<file path="src/sv/otmfd_pkg.sv">
`default_nettype none
// ---------------------------------------------------------------------------
// otmfd_pkg
// Shared types, register indexes, reset values and defaults for the
// Manchester frame decoder.
// ---------------------------------------------------------------------------
package otmfd_pkg;

   localparam int DEF_DATA_BITS     = 32;
   localparam int DEF_DURATION_BITS = 15;

   localparam int CFG_W   = 15;
   localparam int TOL_W   = 10;
   localparam int INDEX_W = 3;

   localparam logic [CFG_W-1:0] RST_FIRST_SHORT  = CFG_W'(550);
   localparam logic [CFG_W-1:0] RST_FIRST_LONG   = CFG_W'(1060);
   localparam logic [CFG_W-1:0] RST_SECOND_SHORT = CFG_W'(470);
   localparam logic [CFG_W-1:0] RST_SECOND_LONG  = CFG_W'(984);
   localparam logic [TOL_W-1:0] RST_SNAP_TOL     = TOL_W'(30);
   localparam logic [CFG_W-1:0] RST_SHORT_PULSE  = CFG_W'(150);
   localparam logic [CFG_W-1:0] RST_SLOT_SPLIT   = CFG_W'(700);
   localparam logic [TOL_W-1:0] RST_GLITCH       = TOL_W'(30);

   typedef enum logic [INDEX_W-1:0] {
      REG_FIRST_SHORT  = 3'd0,
      REG_FIRST_LONG   = 3'd1,
      REG_SECOND_SHORT = 3'd2,
      REG_SECOND_LONG  = 3'd3,
      REG_SNAP_TOL     = 3'd4,
      REG_SHORT_PULSE  = 3'd5,
      REG_SLOT_SPLIT   = 3'd6,
      REG_GLITCH       = 3'd7
   } reg_index_type;

   typedef enum logic [1:0] {
      STATUS_OK          = 2'd0,
      STATUS_GLITCH      = 2'd1,
      STATUS_LOW_START   = 2'd2,
      STATUS_SHORT_PULSE = 2'd3
   } status_type;

   typedef struct packed {
      logic [CFG_W-1:0] first_short;
      logic [CFG_W-1:0] first_long;
      logic [CFG_W-1:0] second_short;
      logic [CFG_W-1:0] second_long;
      logic [TOL_W-1:0] snap_tol;
      logic [CFG_W-1:0] short_pulse;
      logic [CFG_W-1:0] slot_split;
      logic [TOL_W-1:0] glitch;
   } cfg_type;

   typedef struct packed {
      logic last;
      logic glitch;
      logic below_first_short;
      logic short0;
      logic short1;
   } flags_type;

endpackage
`default_nettype wire

</file>
<file path="src/sv/otmfd_front.sv">
`default_nettype none
// ---------------------------------------------------------------------------
// otmfd_front
// Input stage: takes a symbol, classifies its raw durations against the
// glitch, clamp and short pulse limits and holds it for the queue.
// ---------------------------------------------------------------------------
module otmfd_front
   import otmfd_pkg::*;
#(
   parameter int DURATION_BITS = DEF_DURATION_BITS
) (
   input  wire logic                     clock,
   input  wire logic                     reset,
   input  wire cfg_type                  cfg,
   input  wire logic                     req_valid,
   output logic                          req_stall,
   input  wire logic                     req_first_level,
   input  wire logic [DURATION_BITS-1:0] req_first_duration,
   input  wire logic                     req_second_level,
   input  wire logic [DURATION_BITS-1:0] req_second_duration,
   input  wire logic                     req_last_symbol,
   input  wire logic                     q_ready,
   output logic                          q_push,
   output logic                          lvl0,
   output logic [DURATION_BITS-1:0]      dur0,
   output logic                          lvl1,
   output logic [DURATION_BITS-1:0]      dur1,
   output flags_type                     flags
);

   localparam int UW = (DURATION_BITS > CFG_W) ? DURATION_BITS : CFG_W;

   logic                     valid_ff, valid_in;
   logic                     lvl0_ff, lvl1_ff;
   logic [DURATION_BITS-1:0] dur0_ff, dur1_ff;
   flags_type                flags_ff, flags_in;
   logic                     take;
   logic [UW-1:0]            d0_x, d1_x;

   assign req_stall = valid_ff && !q_ready;
   assign take      = req_valid && !req_stall;
   assign q_push    = valid_ff && q_ready;

   assign d0_x = UW'(req_first_duration);
   assign d1_x = UW'(req_second_duration);

   always_comb begin
      flags_in.last              = req_last_symbol;
      flags_in.glitch            = (d0_x < UW'(cfg.glitch)) || (d1_x < UW'(cfg.glitch));
      flags_in.below_first_short = d0_x < UW'(cfg.first_short);
      flags_in.short0            = d0_x < UW'(cfg.short_pulse);
      flags_in.short1            = d1_x < UW'(cfg.short_pulse);
   end

   always_comb begin
      valid_in = valid_ff;
      if (take) begin
         valid_in = 1'b1;
      end else if (q_push) begin
         valid_in = 1'b0;
      end
   end

   always_ff @(posedge clock) begin
      if (reset) begin
         valid_ff <= 1'b0;
      end else begin
         valid_ff <= valid_in;
      end
   end

   always_ff @(posedge clock) begin
      if (take) begin
         lvl0_ff  <= req_first_level;
         dur0_ff  <= req_first_duration;
         lvl1_ff  <= req_second_level;
         dur1_ff  <= req_second_duration;
         flags_ff <= flags_in;
      end
   end

   assign lvl0  = lvl0_ff;
   assign dur0  = dur0_ff;
   assign lvl1  = lvl1_ff;
   assign dur1  = dur1_ff;
   assign flags = flags_ff;

endmodule
`default_nettype wire

</file>
<file path="src/sv/otmfd_queue.sv">
`default_nettype none
// ---------------------------------------------------------------------------
// otmfd_queue
// Two-entry queue between the input stage and the decode stage.
// ---------------------------------------------------------------------------
module otmfd_queue
   import otmfd_pkg::*;
#(
   parameter int WIDTH = 2 * DEF_DURATION_BITS + 2 + $bits(flags_type)
) (
   input  wire logic             clock,
   input  wire logic             reset,
   input  wire logic             push,
   input  wire logic [WIDTH-1:0] push_data,
   output logic                  ready,
   input  wire logic             pop,
   output logic                  valid,
   output logic [WIDTH-1:0]      head
);

   logic [WIDTH-1:0] slot_ff [2];
   logic             wr_ptr_ff, wr_ptr_in;
   logic             rd_ptr_ff, rd_ptr_in;
   logic [1:0]       count_ff, count_in;

   assign ready = count_ff != 2'd2;
   assign valid = count_ff != 2'd0;
   assign head  = slot_ff[rd_ptr_ff];

   always_comb begin
      wr_ptr_in = wr_ptr_ff ^ push;
      rd_ptr_in = rd_ptr_ff ^ pop;
      count_in  = count_ff;
      if (push && !pop) begin
         count_in = count_ff + 2'd1;
      end else if (pop && !push) begin
         count_in = count_ff - 2'd1;
      end
   end

   always_ff @(posedge clock) begin
      if (reset) begin
         wr_ptr_ff <= 1'b0;
         rd_ptr_ff <= 1'b0;
         count_ff  <= 2'd0;
      end else begin
         wr_ptr_ff <= wr_ptr_in;
         rd_ptr_ff <= rd_ptr_in;
         count_ff  <= count_in;
      end
   end

   always_ff @(posedge clock) begin
      if (push) begin
         slot_ff[wr_ptr_ff] <= push_data;
      end
   end

endmodule
`default_nettype wire

</file>
<file path="src/sv/otmfd_back.sv">
`default_nettype none
// ---------------------------------------------------------------------------
// otmfd_back
// Decode stage: error checks, duration snapping with carried error,
// half-bit slot counting, word assembly and the result register.
// ---------------------------------------------------------------------------
module otmfd_back
   import otmfd_pkg::*;
#(
   parameter int DATA_BITS     = DEF_DATA_BITS,
   parameter int DURATION_BITS = DEF_DURATION_BITS
) (
   input  wire logic                     clock,
   input  wire logic                     reset,
   input  wire cfg_type                  cfg,
   input  wire logic                     q_valid,
   output logic                          q_pop,
   input  wire logic                     lvl0,
   input  wire logic [DURATION_BITS-1:0] dur0,
   input  wire logic                     lvl1,
   input  wire logic [DURATION_BITS-1:0] dur1,
   input  wire flags_type                flags,
   output logic                          rsp_valid,
   input  wire logic                     rsp_stall,
   output logic [DATA_BITS-1:0]          rsp_frame_word,
   output logic [1:0]                    rsp_status
);

   localparam int W    = DURATION_BITS;
   localparam int UW   = (W > CFG_W) ? W : CFG_W;
   localparam int CW   = UW + 3;
   localparam int BC_W = $clog2(DATA_BITS + 2);

   function automatic logic [W-1:0] to_dur(input logic [CFG_W-1:0] v);
      return W'(v);
   endfunction

   function automatic logic in_win(input logic [W-1:0] len, input logic [CFG_W-1:0] base,
                                   input logic [TOL_W-1:0] tol);
      logic signed [CW-1:0] l, b, t;
      l = $signed(CW'(len));
      b = $signed(CW'(base));
      t = $signed(CW'(tol));
      return (l > b - t) && (l < b + t);
   endfunction

   function automatic logic below_long(input logic [W-1:0] len, input logic [CFG_W-1:0] lng,
                                       input logic [TOL_W-1:0] tol);
      logic signed [CW-1:0] l, b, t;
      l = $signed(CW'(len));
      b = $signed(CW'(lng));
      t = $signed(CW'(tol));
      return l < b - (t + t);
   endfunction

   function automatic logic [1:0] slots_of(input logic [W-1:0] d, input cfg_type c);
      logic [1:0] s;
      if (UW'(d) < UW'(c.glitch)) begin
         s = 2'd0;
      end else if (UW'(d) < UW'(c.slot_split)) begin
         s = 2'd1;
      end else begin
         s = 2'd2;
      end
      return s;
   endfunction

   logic [W-1:0]         carry_ff, carry_in;
   logic [1:0]           slot_ff, slot_in;
   logic [BC_W-1:0]      bits_ff, bits_in;
   logic [DATA_BITS-1:0] acc_ff, acc_in;
   status_type           err_ff, err_in;
   logic                 first_ff, first_in;
   logic                 stop_ff, stop_in;

   logic                 out_valid_ff, out_valid_in;
   logic [DATA_BITS-1:0] out_word_ff, out_word_in;
   status_type           out_status_ff, out_status_in;

   logic                 out_free;
   logic                 clamp, short0;
   status_type           err;
   logic [W-1:0]         d0, d1, shift;
   logic [W-1:0]         dur_p [2];
   logic                 lvl_p [2];
   logic [2:0]           sc3;

   assign out_free = !out_valid_ff || !rsp_stall;
   assign q_pop    = q_valid && (!flags.last || out_free);

   always_comb begin
      d0     = dur0;
      d1     = dur1;
      err    = err_ff;
      shift  = '0;
      clamp  = first_ff && !flags.glitch && flags.below_first_short;
      if (first_ff && flags.glitch) begin
         err = STATUS_GLITCH;
      end
      if (clamp) begin
         d0 = to_dur(cfg.first_short);
      end
      short0 = clamp ? (UW'(to_dur(cfg.first_short)) < UW'(cfg.short_pulse)) : flags.short0;
      if (err == STATUS_OK && !lvl0) begin
         err = STATUS_LOW_START;
      end
      if (err == STATUS_OK && !flags.last && (short0 || flags.short1)) begin
         err = STATUS_SHORT_PULSE;
      end

      carry_in = carry_ff;
      slot_in  = slot_ff;
      bits_in  = bits_ff;
      acc_in   = acc_ff;
      stop_in  = stop_ff;
      sc3      = '0;

      if (err == STATUS_OK) begin
         d0 = d0 + carry_ff;
         if (below_long(d0, cfg.first_long, cfg.snap_tol)) begin
            if (!in_win(d0, cfg.first_short, cfg.snap_tol)) begin
               d1 = d1 + d0 - to_dur(cfg.first_short);
               d0 = to_dur(cfg.first_short);
            end
         end else if (!in_win(d0, cfg.first_long, cfg.snap_tol)) begin
            d1 = d1 + d0 - to_dur(cfg.first_long);
            d0 = to_dur(cfg.first_long);
         end

         if (below_long(d1, cfg.second_long, cfg.snap_tol)) begin
            if (!in_win(d1, cfg.second_short, cfg.snap_tol)) begin
               shift = d1 - to_dur(cfg.second_short);
               d1    = to_dur(cfg.second_short);
            end
         end else if (!in_win(d1, cfg.second_long, cfg.snap_tol)) begin
            shift = d1 - to_dur(cfg.second_long);
            d1    = to_dur(cfg.second_long);
         end
         carry_in = shift;
      end

      dur_p[0] = d0;
      dur_p[1] = d1;
      lvl_p[0] = lvl0;
      lvl_p[1] = lvl1;

      if (err == STATUS_OK) begin
         for (int p = 0; p < 2; p++) begin
            if (!stop_in) begin
               sc3 = {1'b0, slot_in} + {1'b0, slots_of(dur_p[p], cfg)};
               if (sc3 >= 3'd2) begin
                  bits_in = bits_in + BC_W'(1);
                  if (bits_in != BC_W'(1)) begin
                     acc_in = {acc_in[DATA_BITS-2:0], lvl_p[p]};
                  end
                  if (bits_in > BC_W'(DATA_BITS)) begin
                     stop_in = 1'b1;
                  end else begin
                     slot_in = 2'(sc3 - 3'd2);
                  end
               end else begin
                  slot_in = sc3[1:0];
               end
            end
         end
      end

      out_word_in   = (err == STATUS_OK) ? acc_in : '0;
      out_status_in = err;
      err_in        = err;
      first_in      = 1'b0;

      if (flags.last) begin
         carry_in = '0;
         slot_in  = 2'd1;
         bits_in  = '0;
         acc_in   = '0;
         err_in   = STATUS_OK;
         first_in = 1'b1;
         stop_in  = 1'b0;
      end

      out_valid_in = out_valid_ff && rsp_stall;
      if (q_pop && flags.last) begin
         out_valid_in = 1'b1;
      end
   end

   always_ff @(posedge clock) begin
      if (reset) begin
         carry_ff     <= '0;
         slot_ff      <= 2'd1;
         bits_ff      <= '0;
         acc_ff       <= '0;
         err_ff       <= STATUS_OK;
         first_ff     <= 1'b1;
         stop_ff      <= 1'b0;
         out_valid_ff <= 1'b0;
      end else begin
         out_valid_ff <= out_valid_in;
         if (q_pop) begin
            carry_ff <= carry_in;
            slot_ff  <= slot_in;
            bits_ff  <= bits_in;
            acc_ff   <= acc_in;
            err_ff   <= err_in;
            first_ff <= first_in;
            stop_ff  <= stop_in;
         end
      end
   end

   always_ff @(posedge clock) begin
      if (q_pop && flags.last) begin
         out_word_ff   <= out_word_in;
         out_status_ff <= out_status_in;
      end
   end

   assign rsp_valid      = out_valid_ff;
   assign rsp_frame_word = out_word_ff;
   assign rsp_status     = out_status_ff;

endmodule
`default_nettype wire

</file>
<file path="src/sv/opentherm_manchester_frame_decoder_core.sv">
`default_nettype none
// ---------------------------------------------------------------------------
// opentherm_manchester_frame_decoder_core
// Decodes captured Manchester pulse symbols into a data word and status.
//
// Symbols enter on the req_ channel (valid/stall), one per cycle. Each
// carries two phase levels and durations and a last-symbol mark. Only the
// last symbol of a capture produces a transfer on the rsp_ channel: the
// decoded word and a status (ok, preamble glitch, low start, short pulse).
// Path: input register, two-entry queue, decode stage, result register.
// The decode stage is combinational from the queue head; rsp_valid rises
// when the last symbol's result is loaded into the result register.
// Sustained rate is one symbol per clock while req_stall is low.
// When rsp_stall holds a result, the decode stage keeps taking non-last
// symbols; a last symbol waits in the queue, and req_stall rises once the
// queue and input register fill.
// Reset (synchronous) restores register defaults and empties the pipeline.
// The user must write registers through csr_ while no symbol is in flight;
// the core itself does not enforce this.
// ---------------------------------------------------------------------------
module opentherm_manchester_frame_decoder_core
   import otmfd_pkg::*;
#(
   parameter int DATA_BITS     = DEF_DATA_BITS,
   parameter int DURATION_BITS = DEF_DURATION_BITS
) (
   input  wire logic                     clock,
   input  wire logic                     reset,
   input  wire logic                     csr_wen,
   input  wire logic [INDEX_W-1:0]       csr_index,
   input  wire logic [CFG_W-1:0]         csr_wdata,
   input  wire logic                     req_valid,
   output logic                          req_stall,
   input  wire logic                     req_first_level,
   input  wire logic [DURATION_BITS-1:0] req_first_duration,
   input  wire logic                     req_second_level,
   input  wire logic [DURATION_BITS-1:0] req_second_duration,
   input  wire logic                     req_last_symbol,
   output logic                          rsp_valid,
   input  wire logic                     rsp_stall,
   output logic [DATA_BITS-1:0]          rsp_frame_word,
   output logic [1:0]                    rsp_status
);

   localparam int QW = 2 * DURATION_BITS + 2 + $bits(flags_type);

   cfg_type                  cfg_ff, cfg_in;
   logic                     q_ready, q_push, q_pop, q_valid;
   logic                     f_lvl0, f_lvl1;
   logic [DURATION_BITS-1:0] f_dur0, f_dur1;
   flags_type                f_flags;
   logic [QW-1:0]            q_in, q_head;
   logic                     b_lvl0, b_lvl1;
   logic [DURATION_BITS-1:0] b_dur0, b_dur1;
   flags_type                b_flags;

   always_comb begin
      cfg_in = cfg_ff;
      if (csr_wen) begin
         case (reg_index_type'(csr_index))
            REG_FIRST_SHORT:  cfg_in.first_short  = csr_wdata;
            REG_FIRST_LONG:   cfg_in.first_long   = csr_wdata;
            REG_SECOND_SHORT: cfg_in.second_short = csr_wdata;
            REG_SECOND_LONG:  cfg_in.second_long  = csr_wdata;
            REG_SNAP_TOL:     cfg_in.snap_tol     = csr_wdata[TOL_W-1:0];
            REG_SHORT_PULSE:  cfg_in.short_pulse  = csr_wdata;
            REG_SLOT_SPLIT:   cfg_in.slot_split   = csr_wdata;
            REG_GLITCH:       cfg_in.glitch       = csr_wdata[TOL_W-1:0];
            default:          cfg_in = cfg_ff;
         endcase
      end
   end

   always_ff @(posedge clock) begin
      if (reset) begin
         cfg_ff.first_short  <= RST_FIRST_SHORT;
         cfg_ff.first_long   <= RST_FIRST_LONG;
         cfg_ff.second_short <= RST_SECOND_SHORT;
         cfg_ff.second_long  <= RST_SECOND_LONG;
         cfg_ff.snap_tol     <= RST_SNAP_TOL;
         cfg_ff.short_pulse  <= RST_SHORT_PULSE;
         cfg_ff.slot_split   <= RST_SLOT_SPLIT;
         cfg_ff.glitch       <= RST_GLITCH;
      end else begin
         cfg_ff <= cfg_in;
      end
   end

   otmfd_front #(
      .DURATION_BITS(DURATION_BITS)
   ) u_front (
      .clock              (clock),
      .reset              (reset),
      .cfg                (cfg_ff),
      .req_valid          (req_valid),
      .req_stall          (req_stall),
      .req_first_level    (req_first_level),
      .req_first_duration (req_first_duration),
      .req_second_level   (req_second_level),
      .req_second_duration(req_second_duration),
      .req_last_symbol    (req_last_symbol),
      .q_ready            (q_ready),
      .q_push             (q_push),
      .lvl0               (f_lvl0),
      .dur0               (f_dur0),
      .lvl1               (f_lvl1),
      .dur1               (f_dur1),
      .flags              (f_flags)
   );

   assign q_in = {f_lvl0, f_dur0, f_lvl1, f_dur1, f_flags};

   otmfd_queue #(
      .WIDTH(QW)
   ) u_queue (
      .clock    (clock),
      .reset    (reset),
      .push     (q_push),
      .push_data(q_in),
      .ready    (q_ready),
      .pop      (q_pop),
      .valid    (q_valid),
      .head     (q_head)
   );

   assign {b_lvl0, b_dur0, b_lvl1, b_dur1, b_flags} = q_head;

   otmfd_back #(
      .DATA_BITS    (DATA_BITS),
      .DURATION_BITS(DURATION_BITS)
   ) u_back (
      .clock         (clock),
      .reset         (reset),
      .cfg           (cfg_ff),
      .q_valid       (q_valid),
      .q_pop         (q_pop),
      .lvl0          (b_lvl0),
      .dur0          (b_dur0),
      .lvl1          (b_lvl1),
      .dur1          (b_dur1),
      .flags         (b_flags),
      .rsp_valid     (rsp_valid),
      .rsp_stall     (rsp_stall),
      .rsp_frame_word(rsp_frame_word),
      .rsp_status    (rsp_status)
   );

endmodule
`default_nettype wire

</file>
<file path="config.mk">
export PLATFORM = sky130hd
export DESIGN_NAME = opentherm_manchester_frame_decoder_core
export DESIGN_NICKNAME = d
export VERILOG_FILES = /design/src/sv/otmfd_pkg.sv /design/src/sv/otmfd_front.sv /design/src/sv/otmfd_queue.sv /design/src/sv/otmfd_back.sv /design/src/sv/opentherm_manchester_frame_decoder_core.sv
export SDC_FILE = /design/constraint.sdc
export NUM_CORES = 1
export LEC_CHECK = 0
export ABC_AREA = 0
export BUFFER_PORTS_ARGS = -buffer_cell sky130_fd_sc_hd__buf_2
export CAP_MARGIN = 30
export CORE_MARGIN = 3
export CORE_UTILIZATION = 38
export DETAILED_ROUTE_END_ITERATION = 12
export GPL_TIMING_DRIVEN = 0
export PLACE_DENSITY_LB_ADDON = 0.2
export REMOVE_ABC_BUFFERS = 1
export SYNTH_ARGS = -nofsm -noshare
export SYNTH_HDL_FRONTEND = slang
export SYNTH_HIERARCHICAL = 1
export SYNTH_SLANG_ARGS = --single-unit
export TNS_END_PERCENT = 100
</file>
<file path="constraint.sdc">
create_clock -name clock -period 17.37 [get_ports clock]
set_clock_uncertainty 0.2 [all_clocks]
set_input_delay 3.474 -clock clock [delete_from_list [all_inputs] [get_ports clock]]
set_output_delay 3.474 -clock clock [all_outputs]
set_load 0.02 [all_outputs]
</file>
After elaboration in Yosys (flattened, before gate mapping)
Memory sizes are Yosys's and may differ from the RTL's. A register that Yosys moved wholly into a read port is not among the register bits.
Cells that the tools add are included.
{"block": "word_totals", "ff_bits": 246, "ramBits": 74, "inputBits": 56, "output_inout_bits": 36, "wordCells": 214, "n_memories": 1}
{"name": "u_queue.slot_ff", "depth": 2, "word_bits": 37, "read_ports": 1, "rd_clocked_by_memory_dff": 1, "write_ports": 1, "line": "otmfd_queue.sv:21", "source": "logic [WIDTH-1:0] slot_ff [2];"}
{"block": "classes", "addsub": 25, "n_lt_le_gt_ge": 24, "n_eq_ne": 10, "muxes": 73, "bitwise_logic": 2, "n_reduce_logical": 48}
{"op": "2-to-1 mux 15 bit", "count": 18}
{"op": "2-to-1 mux 32 bit", "count": 8}
{"op": "less-than comparator 16 x 18 -> 1 bit", "count": 6}
{"op": "less-than comparator 15 bit", "count": 6}
{"op": "greater-than comparator 16 x 18 -> 1 bit", "count": 4}
{"op": "adder 15 x 10 -> 16 bit", "count": 4}
{"op": "subtractor 15 x 10 -> 16 bit", "count": 4}
{"op": "less-than comparator 15 x 10 -> 1 bit", "count": 4}
{"op": "subtractor 15 bit", "count": 4}
{"op": "2-to-1 mux 2 bit", "count": 23}
{"op": "2-to-1 mux 6 bit", "count": 7}
{"op": "subtractor 16 x 18 -> 18 bit", "count": 2}
{"op": "adder 15 bit", "count": 2}
{"op": "logical AND 1 bit", "count": 18}
{"op": "AND reduction 2 bit", "count": 9}
{"op": "2-to-1 mux 1 bit", "count": 17}
{"op": "adder 6 x 1 -> 6 bit (second input constant)", "count": 2}
{"op": "== test 3 bit (second input constant)", "count": 4}
{"op": "greater-than comparator 6 bit (second input constant)", "count": 2}
{"op": "inequality test 6 x 1 -> 1 bit (second input constant)", "count": 2}
{"op": "adder 10 x 10 -> 11 bit", "count": 1}
{"op": "logical NOT 1 bit", "count": 9}
{"op": "nonzero test 2 bit", "count": 4}
{"op": "adder 2 x 2 -> 3 bit", "count": 2}
{"op": "11 further kinds", "count": 20}

Depth between registers and ports, before layout
Gate-level depths: netlist of run 1.
{"block": "logic_depth", "word_depth": 30, "depth_mapped": 71, "depth_no_buf": 62}

Hierarchy
The synthesis of run 1 kept the hierarchy.
{"module": "otmfd_back", "n_inst": 1, "cells_per_inst": 2609, "area_per_inst_um2": 19825.3, "seq_area_each_um2": 2222.1}
{"module": "opentherm_manchester_frame_decoder_core", "n_inst": 1, "cells_per_inst": 395, "area_per_inst_um2": 4292.9, "seq_area_each_um2": 2202.1}
{"module": "otmfd_queue", "n_inst": 1, "cells_per_inst": 135, "area_per_inst_um2": 2940.3, "seq_area_each_um2": 2302.2}
{"module": "otmfd_front", "n_inst": 1, "cells_per_inst": 231, "area_per_inst_um2": 2613.8, "seq_area_each_um2": 1131.1}

Worst setup path before layout of run 1
OpenSTA, ideal clock, no wires.
{"block": "synth_path", "path_type": "register -> register", "from": "register u_queue/rd_ptr_ff (netlist name)", "to": "register u_back.acc_ff[2]", "setup_ps": 70, "arrival_ps": 12554, "required_ps": 17100, "path_slack_ps": 4546, "stages_incl_launch_ff": 61, "path_buffers": 8, "period_less_slack_ps": 12824, "cell_sequence": "dfxtp_1 > buf_4 > buf_6 > mux2_4 > nand3b_1 > clkbuf_1 > clkbuf_1 > clkbuf_1 > nor2_1 > a21oi_1 > inv_1 > ha_1 > a211oi_1 > o211ai_1 > and3_1 > nor2_1 > ha_1 > a211o_1 > [... 25 more ...] > a21o_1 > a21oi_1 > o21ai_0 > o41a_1 > or4_4 > o21ba_1 > ha_1 > inv_1 > fa_1 > nand2_1 > and2_1 > clkbuf_1 > o31ai_2 > xnor2_1 > clkbuf_1 > nor2_1 > or3_1 > a21oi_1"}
{"element": "end signal: assignment", "line": "otmfd_back.sv:205", "source": "acc_ff <= acc_in;"}
{"element": "end: declaration", "line": "otmfd_back.sv:71", "source": "logic [DATA_BITS-1:0] acc_ff, acc_in;"}

==> results of run 1 <==
-- flip-flops by register name, indices dropped and copies added (netlist names), 5 cells and up --
register	count
cfg_ff	110
u_queue/slot_ff	74
u_back/acc_ff	32
u_back/rsp_frame_word	32
u_back/carry_ff	15
u_front/dur0	15
u_front/dur1	15
u_back/bits_ff	6
u_front/flags	5
-- metrics by stage --
| stage | TNS [ns] | cells | instance area, um2 |
|---|---|---|---|
| 5_1_grt | 0 | 4486 | 32900 |
| 3_3_place_gp | -301.74 | 4374 | 30900 |
| 2_1_floorplan | 0 | 3253 | 29100 |
| 6_report | 0 | 4486 | 32900 |
| 3_5_place_dp | 0 | 4412 | 31600 |
| 4_1_cts | 0 | 4484 | 32900 |
-- area by class of cell --
| cell class | instances | area (um2) | share of cell area (%) |
|---|---|---|---|
| Tap cell | 1030 | 1290 | 3.91 |
| Timing Repair Buffer | 131 | 1070 | 3.26 |
| Clock inverter | 23 | 231 | 0.703 |
| Sequential cell | 320 | 7860 | 23.9 |
| Clock buffer | 49 | 1060 | 3.23 |
| Inverter | 253 | 950 | 2.88 |
| Multi-Input combinational cell | 2680 | 20500 | 62.1 |
-- Yosys cell counts, drive strengths merged (8+ instances only) --
cell | count | area, um2
mux2i | 137 | 1370
o211ai | 25 | 188
xnor2 | 144 | 1260
nand4 | 34 | 213
mux2 | 44 | 571
buf | 37 | 231
or4 | 9 | 78.8
o221ai | 9 | 78.8
a31oi | 15 | 93.8
fa | 16 | 320
o21a | 41 | 308
and3 | 16 | 100
nand3 | 63 | 315
o31ai | 17 | 138
o311ai | 8 | 92.6
ha | 464 | 5810
nor2b | 51 | 322
nand2 | 175 | 657
a221oi | 10 | 105
and2 | 19 | 119
nor3 | 71 | 355
dfxtp | 175 | 3500
a211oi | 44 | 348
or2 | 15 | 96.4
nor4 | 12 | 81.3
a21o | 63 | 480
a21oi | 258 | 1300
nand2b | 139 | 870
o21bai | 30 | 229
clkbuf | 80 | 300
a2111oi | 10 | 120
nor2 | 291 | 1090
o21ai | 156 | 785
xor2 | 53 | 464
or3 | 45 | 282
inv | 250 | 938
edfxtp | 145 | 4350
o22ai | 50 | 319
a22oi | 25 | 188
-- metal layers --
layer,share of wire (%),vias to the layer above
met4,2.5,4
li1,-,12339
met2,45,714
met5,0.027,-
met1,46,11960
met3,6.3,138
-- final timing paths --
| path | cells past startpoint | from | slack [ns] | endpoint |
|---|---|---|---|---|
| max reg2reg | 52 | u_queue/rd_ptr_ff | 0.66 | u_back/acc_ff[2] |
| min | 0 | u_front/dur0[12] | 0.23 | u_queue/slot_ff[0][33] |
| min reg2reg | 0 | u_front/dur0[12] | 0.23 | u_queue/slot_ff[0][33] |
| max | 52 | u_queue/rd_ptr_ff | 0.66 | u_back/acc_ff[2] |
-- repair_timing --
action / CTS / global route
setup endpoints to repair: 0 / 62
buffers inserted: 0 / 1
gates resized for setup: 0 / 7
-- critical path: cells and delay by family, from the launching register on --
family / cells / cell delay (ns)
adder cells (fa/ha/maj): 7 / 2.34
AO/OA/AOI/OAI: 21 / 6.63
XOR/XNOR: 1 / 0.44
AND/OR/NAND/NOR: 15 / 4.30
buffers and inverters: 6 / 1.39
multiplexers: 2 / 0.57
flip-flops: 1 / 0.66
-- cells by family (layout without fill, tap and decap cells) --
logic type,after synthesis,count (layout),share of synthesized area (%)
AND/OR/NAND/NOR,975,975,16.5
AO/OA/AOI/OAI,845,845,18.9
adder cells (fa/ha/maj),480,480,20.6
buffers and inverters,370,456,4.99
flip-flops,320,320,26.5
XOR/XNOR,199,199,5.97
multiplexers,181,181,6.54
==> reports/results.ini, run 1 <==
[cells_and_area]
final_cell_mix=ha_1, nor2_1, a21oi_1, inv_1
drive_gt1_share_pct=8.68
fill_cells=7681
area_growth_pct=11.0
nets=3961
final_util_pct=43.0
antennaDiodeCount=0
final_common_cell=ha_1

[sta]
fin_crit_sh_pct=96.2
hold_viol_final=0
setup-violations-final=0
max_clock_freq_ghz=0.0598
finalWorstSetupSlack_ns=0.658
final_max_slew_viol_count=0
slew_headroom_pct=24.0
rsz0062_at_grt=no
hold_ws_ns=0.226
max_slew.worst_pin.slew_ns=1.14
finalCriticalPeriod_ns=16.71

[grt]
grt_max_degree=139
grt_pass1_wl_mm=146
met2_usage_pct=38.1
busiest_layer=met2
met1_usage_pct=32.5
antenna_found_initial=3
overflow=0
grt_pass1_vias=23403
use_met3_pct=3.38
globalRouteTotalUtil_pct=23.4

[placed_design]
gp_congestion=0.959
pre_cts_ws_ns=0.534
io_buffer_count=91
place_hpwl_mm=76.0

[detailed_routing]
vias=25155
drtIter0Drc=2247
vias_per_cell=5.61
wl_mm=97.8
ant_nets=0
firstDrtPassIters=6
drc=0
wire_per_inst_um=21.8

[clocking]
cts_buffer_depth=3
cts.clk_slew.worst_paths_ns=0.06
clock-sinks=320
cts_made_buffers=39
clk_latency_ns=0.59
holdBufCountCts=0
cts_tree=built
htree_num_levels=2
cts-root-buf=clkbuf_16

[yosys]
ys_seq_area_share_pct=26.5
synthArstFlopShare_pct=0
ys_ff_latch=320
avgSynthCellArea_um2=8.80
synth_edf_count=145
yosys.cell_types.count=117
yosys_warnings=6
ys.flop_type=dfxtp_1
syn_inst=3370
syn-cell-area_um2=29700

[worst_setup_path]
cpPeakStageDelay_ns=0.77
critical_path.max_fanout=23
arrival_ns=17.01
cp_slowest_cell=a211oi_1
start_kind=flip-flop
cp-end-kind=flip-flop
crit_top_cell=ha_1
worstPathRequired_ns=17.67
crit_type=reg2reg

[flow_run]
maxCapViolCount=0

[floorplanning]
core_area_um2=76600
start_util_pct=38.7
num_rows=101
fp.dieH_um=285
die_x_um=285
die-area_um2=81500
io_pins=92

[hold_path]
hold_class=reg2reg

[status]
outcome=completed

Power of run 1 is not shown: default switching activity piles up to over one toggle a cycle in this logic, so the estimate is an artifact.
==> run 2: changes to the inputs <==
--- a/config.mk
+++ b/config.mk
@@ -5,12 +5,13 @@
 export SDC_FILE = /design/constraint.sdc
 export NUM_CORES = 1
 export LEC_CHECK = 0
-export ABC_AREA = 0
+export ABC_AREA = 1
 export BUFFER_PORTS_ARGS = -buffer_cell sky130_fd_sc_hd__buf_2
 export CAP_MARGIN = 30
 export CORE_MARGIN = 3
 export CORE_UTILIZATION = 38
 export DETAILED_ROUTE_END_ITERATION = 12
+export GPL_ROUTABILITY_DRIVEN = 0
 export GPL_TIMING_DRIVEN = 0
 export PLACE_DENSITY_LB_ADDON = 0.2
 export REMOVE_ABC_BUFFERS = 1
==> run 2 against run 1 <==
Sequential share of layout area shrank 0.62 points; synthesized area is 3.9% higher; routed wire length is 3.8% higher; critical path depth up 13; worst hold slack better by 0.0033 ns; synthesized cell count increased by 26%; non-clock buffer count shrank 18; register-to-register slack improved by 1.7 ns; flip-flop and latch count did not move; largest cell class unchanged.
==> reports/results.ini, run 2 <==
[status]
outcome=completed  ; unchanged

[clocking]
cts_buffer_depth=3  ; unchanged
clock-sinks=320  ; unchanged
holdBufCountCts=0  ; unchanged
cts_made_buffers=41  ; was 39
htree_num_levels=2  ; unchanged
cts.repair.resized=0  ; unchanged
clk_latency_ns=0.60  ; was 0.59 ns
cts_setup_buffers=0  ; unchanged
cts-root-buf=clkbuf_16  ; unchanged
cts.clk_slew.worst_paths_ns=0.06  ; about the same
cts_tree=built  ; unchanged

[floorplanning]
die_x_um=291  ; was 285 um
io_pins=92  ; unchanged
die-area_um2=84600  ; was 81500 um2
start_util_pct=38.7  ; about the same
fp.dieH_um=291  ; was 285 um
core_area_um2=79600  ; was 76600 um2
num_rows=103  ; was 101

[cells_and_area]
regMostFlops=cfg_ff  ; unchanged
final_common_cell=nand2_1  ; was ha_1
area_growth_pct=9.63  ; was 11.0%
multi_input_area_um2=20500  ; about the same
reg_top3=cfg_ff x110, u_queue/slot_ff x74  ; unchanged
fill_cells=8323  ; was 7681
regArea_um2=7860  ; about the same
antennaDiodeCount=0  ; unchanged
largest_reg_flops=110  ; unchanged
drive_gt1_share_pct=8.33  ; was 8.68%
nets=4800  ; was 3961
final_cell_mix=nand2_1, inv_1, ha_1, nor2_1, a21oi_1  ; was ha_1, nor2_1, a21oi_1, inv_1
stdcell_count=5346  ; was 4486

[worst_setup_path]
arrival_ns=15.32  ; was 17.01 ns
start_kind=flip-flop  ; unchanged
critical_path.max_fanout=40  ; was 23
path_delay_family=simple AND/OR/NAND/NOR gates  ; was compound AO/OA/AOI/OAI gates
crit_top_cell=nand2_1  ; was ha_1
cpPeakStageDelay_ns=0.80  ; was 0.77 ns
worstPathRequired_ns=17.63  ; was 17.67 ns
critPathBufInv=12  ; was 6
crit_type=reg2reg  ; unchanged
cp-end-kind=flip-flop  ; unchanged
cp_slowest_cell=inv_1  ; was a211oi_1

[yosys]
synth_edf_count=145  ; unchanged
yosys-top-cells-area=ha_1, edfxtp_1, nand2_1, dfxtp_1, inv_1  ; was ha_1, edfxtp_1, dfxtp_1, mux2i_1, a21oi_1
yosys.area.top_type=ha_1  ; unchanged
syn_inst=4239  ; was 3370
yosys.cell_types.count=69  ; was 117
synthMostInstantiatedCell=nand2_1  ; was ha_1
ys.flop_type=dfxtp_1  ; unchanged
ys_ff_latch=320  ; unchanged
synthArstFlopShare_pct=0  ; unchanged
syn-cell-area_um2=30800  ; was 29700 um2
ys_seq_area_share_pct=25.5  ; was 26.5%
yosys_warnings=6  ; unchanged
synthTopCellsByCount=nand2_1, inv_1, ha_1  ; was ha_1, nor2_1, a21oi_1
avgSynthCellArea_um2=7.27  ; was 8.80 um2
synth_top_area_share_pct=18.8  ; was 19.6%

[grt]
grt_pass1_vias=26297  ; was 23403
antenna_found_initial=3  ; unchanged
globalRouteTotalUtil_pct=23.3  ; was 23.4%
overflow=0  ; unchanged
grt_max_degree=75  ; was 139
grt_pass1_wl_mm=154  ; was 146 mm

[sta]
finalWorstSetupSlack_ns=2.32  ; was 0.658 ns
tns_ns=0  ; unchanged
setup-violations-final=0  ; unchanged
slew_headroom_pct=29.1  ; was 24.0%
max_clock_freq_ghz=0.0664  ; was 0.0598 GHz
hold_viol_final=0  ; unchanged
hold_ws_ns=0.229  ; was 0.226 ns
max_slew.worst_pin.slew_ns=1.06  ; was 1.14 ns
finalCriticalPeriod_ns=15.05  ; was 16.71 ns
rsz0062_at_grt=no  ; unchanged
fin_crit_sh_pct=86.7  ; was 96.2%
final_max_slew_viol_count=0  ; unchanged

[detailed_routing]
wire_per_inst_um=19.0  ; was 21.8 um
drc=0  ; unchanged
wl_mm=102  ; was 97.8 mm
vias=28080  ; was 25155
ant_nets=0  ; unchanged
firstDrtPassIters=6  ; unchanged
drtIter0Drc=2179  ; was 2247
vias_per_cell=5.25  ; was 5.61

[placed_design]
place_hpwl_mm=78.3  ; was 76.0 mm
io_buffer_count=91  ; unchanged
placedCellCount=5271  ; was 4412
pre_cts_ws_ns=2.44  ; was 0.534 ns

[flow_run]
maxCapViolCount=0  ; unchanged

[hold_path]
hold_class=reg2reg  ; unchanged

run 2: cell types whose count changed in the layout (fill, tap and decap cells not counted), sizes merged, moves of 90 or more:
cell    before   now
a21oi      258   348
inv        252   498
mux2i      137     1
nand2      175  1001
nand2b     139     0
nand3       63   274
nor2       291   401
o21ai      156   257
xnor2      144    34
xor2        53   164
run 2: area by class of cell:
cell class / count / share of cell area, %
Tap cell: 1050 / 3.89
Inverter: 505 / 5.65
Clock buffer: 49 / 3.25
Clock inverter: 26 / 0.974
Multi-Input combinational cell: 3283 / 60.5
Sequential cell: 320 / 23.3
Timing Repair Buffer: 113 / 2.46
run 2: metal layers:
layer  vias to the layer above  share of wire (%)  track usage, %  wire [um]
li1                      14217                  -               -          -
met1                     12966                 45            30.9      45600
met2                       751                 46            39.6      47100
met3                       144                5.7            3.08       5820
met4                         2                3.0            6.80       3000
met5                         -              0.013               0         13
run 2: cells by family (layout without fill, tap and decap cells):
| group | count (synthesis) | count (layout) | synth area share (%) |
|---|---|---|---|
| compound gates | 776 | 776 | 14.3 |
| xor+xnor | 198 | 198 | 5.65 |
| fa+ha+maj | 480 | 480 | 19.9 |
| buf+inv | 636 | 693 | 8.46 |
| flops | 320 | 320 | 25.5 |
| mux | 38 | 38 | 1.63 |
| simple gates | 1791 | 1791 | 24.6 |
run 2: stage by stage:
| step | utilization [%] | cell area, um2 |
|---|---|---|
| floorplan | - | 30100 |
| global placement | 40.0 | 31900 |
| detailed placement | 40.6 | 32400 |
| CTS | 42.4 | 33800 |
| global route | 42.4 | 33800 |
| finish | 42.4 | 33800 |
run 2: path summary, 6_finish.rpt:
check	cells after the start	from	slack, ns	to
max	65	u_queue/rd_ptr_ff	2.32	u_back/acc_ff[4]
min	0	u_front/dur0[3]	0.23	u_queue/slot_ff[0][24]
max reg2reg	65	u_queue/rd_ptr_ff	2.32	u_back/acc_ff[4]
min reg2reg	0	u_front/dur0[3]	0.23	u_queue/slot_ff[0][24]
run 2: worst register-to-register path, delay by kind of cell, from the launching register on:
family	cells	cell delay, ns
xor gates and xnor gates	1	0.75
DFF	1	0.68
buffers and inverters	12	2.44
adders and majority gates	7	2.35
AOI/OAI and AO/OA	14	3.01
and+or+nand+nor	29	4.86
muxes	2	0.63
Power of run 2 is left out for the same reason.
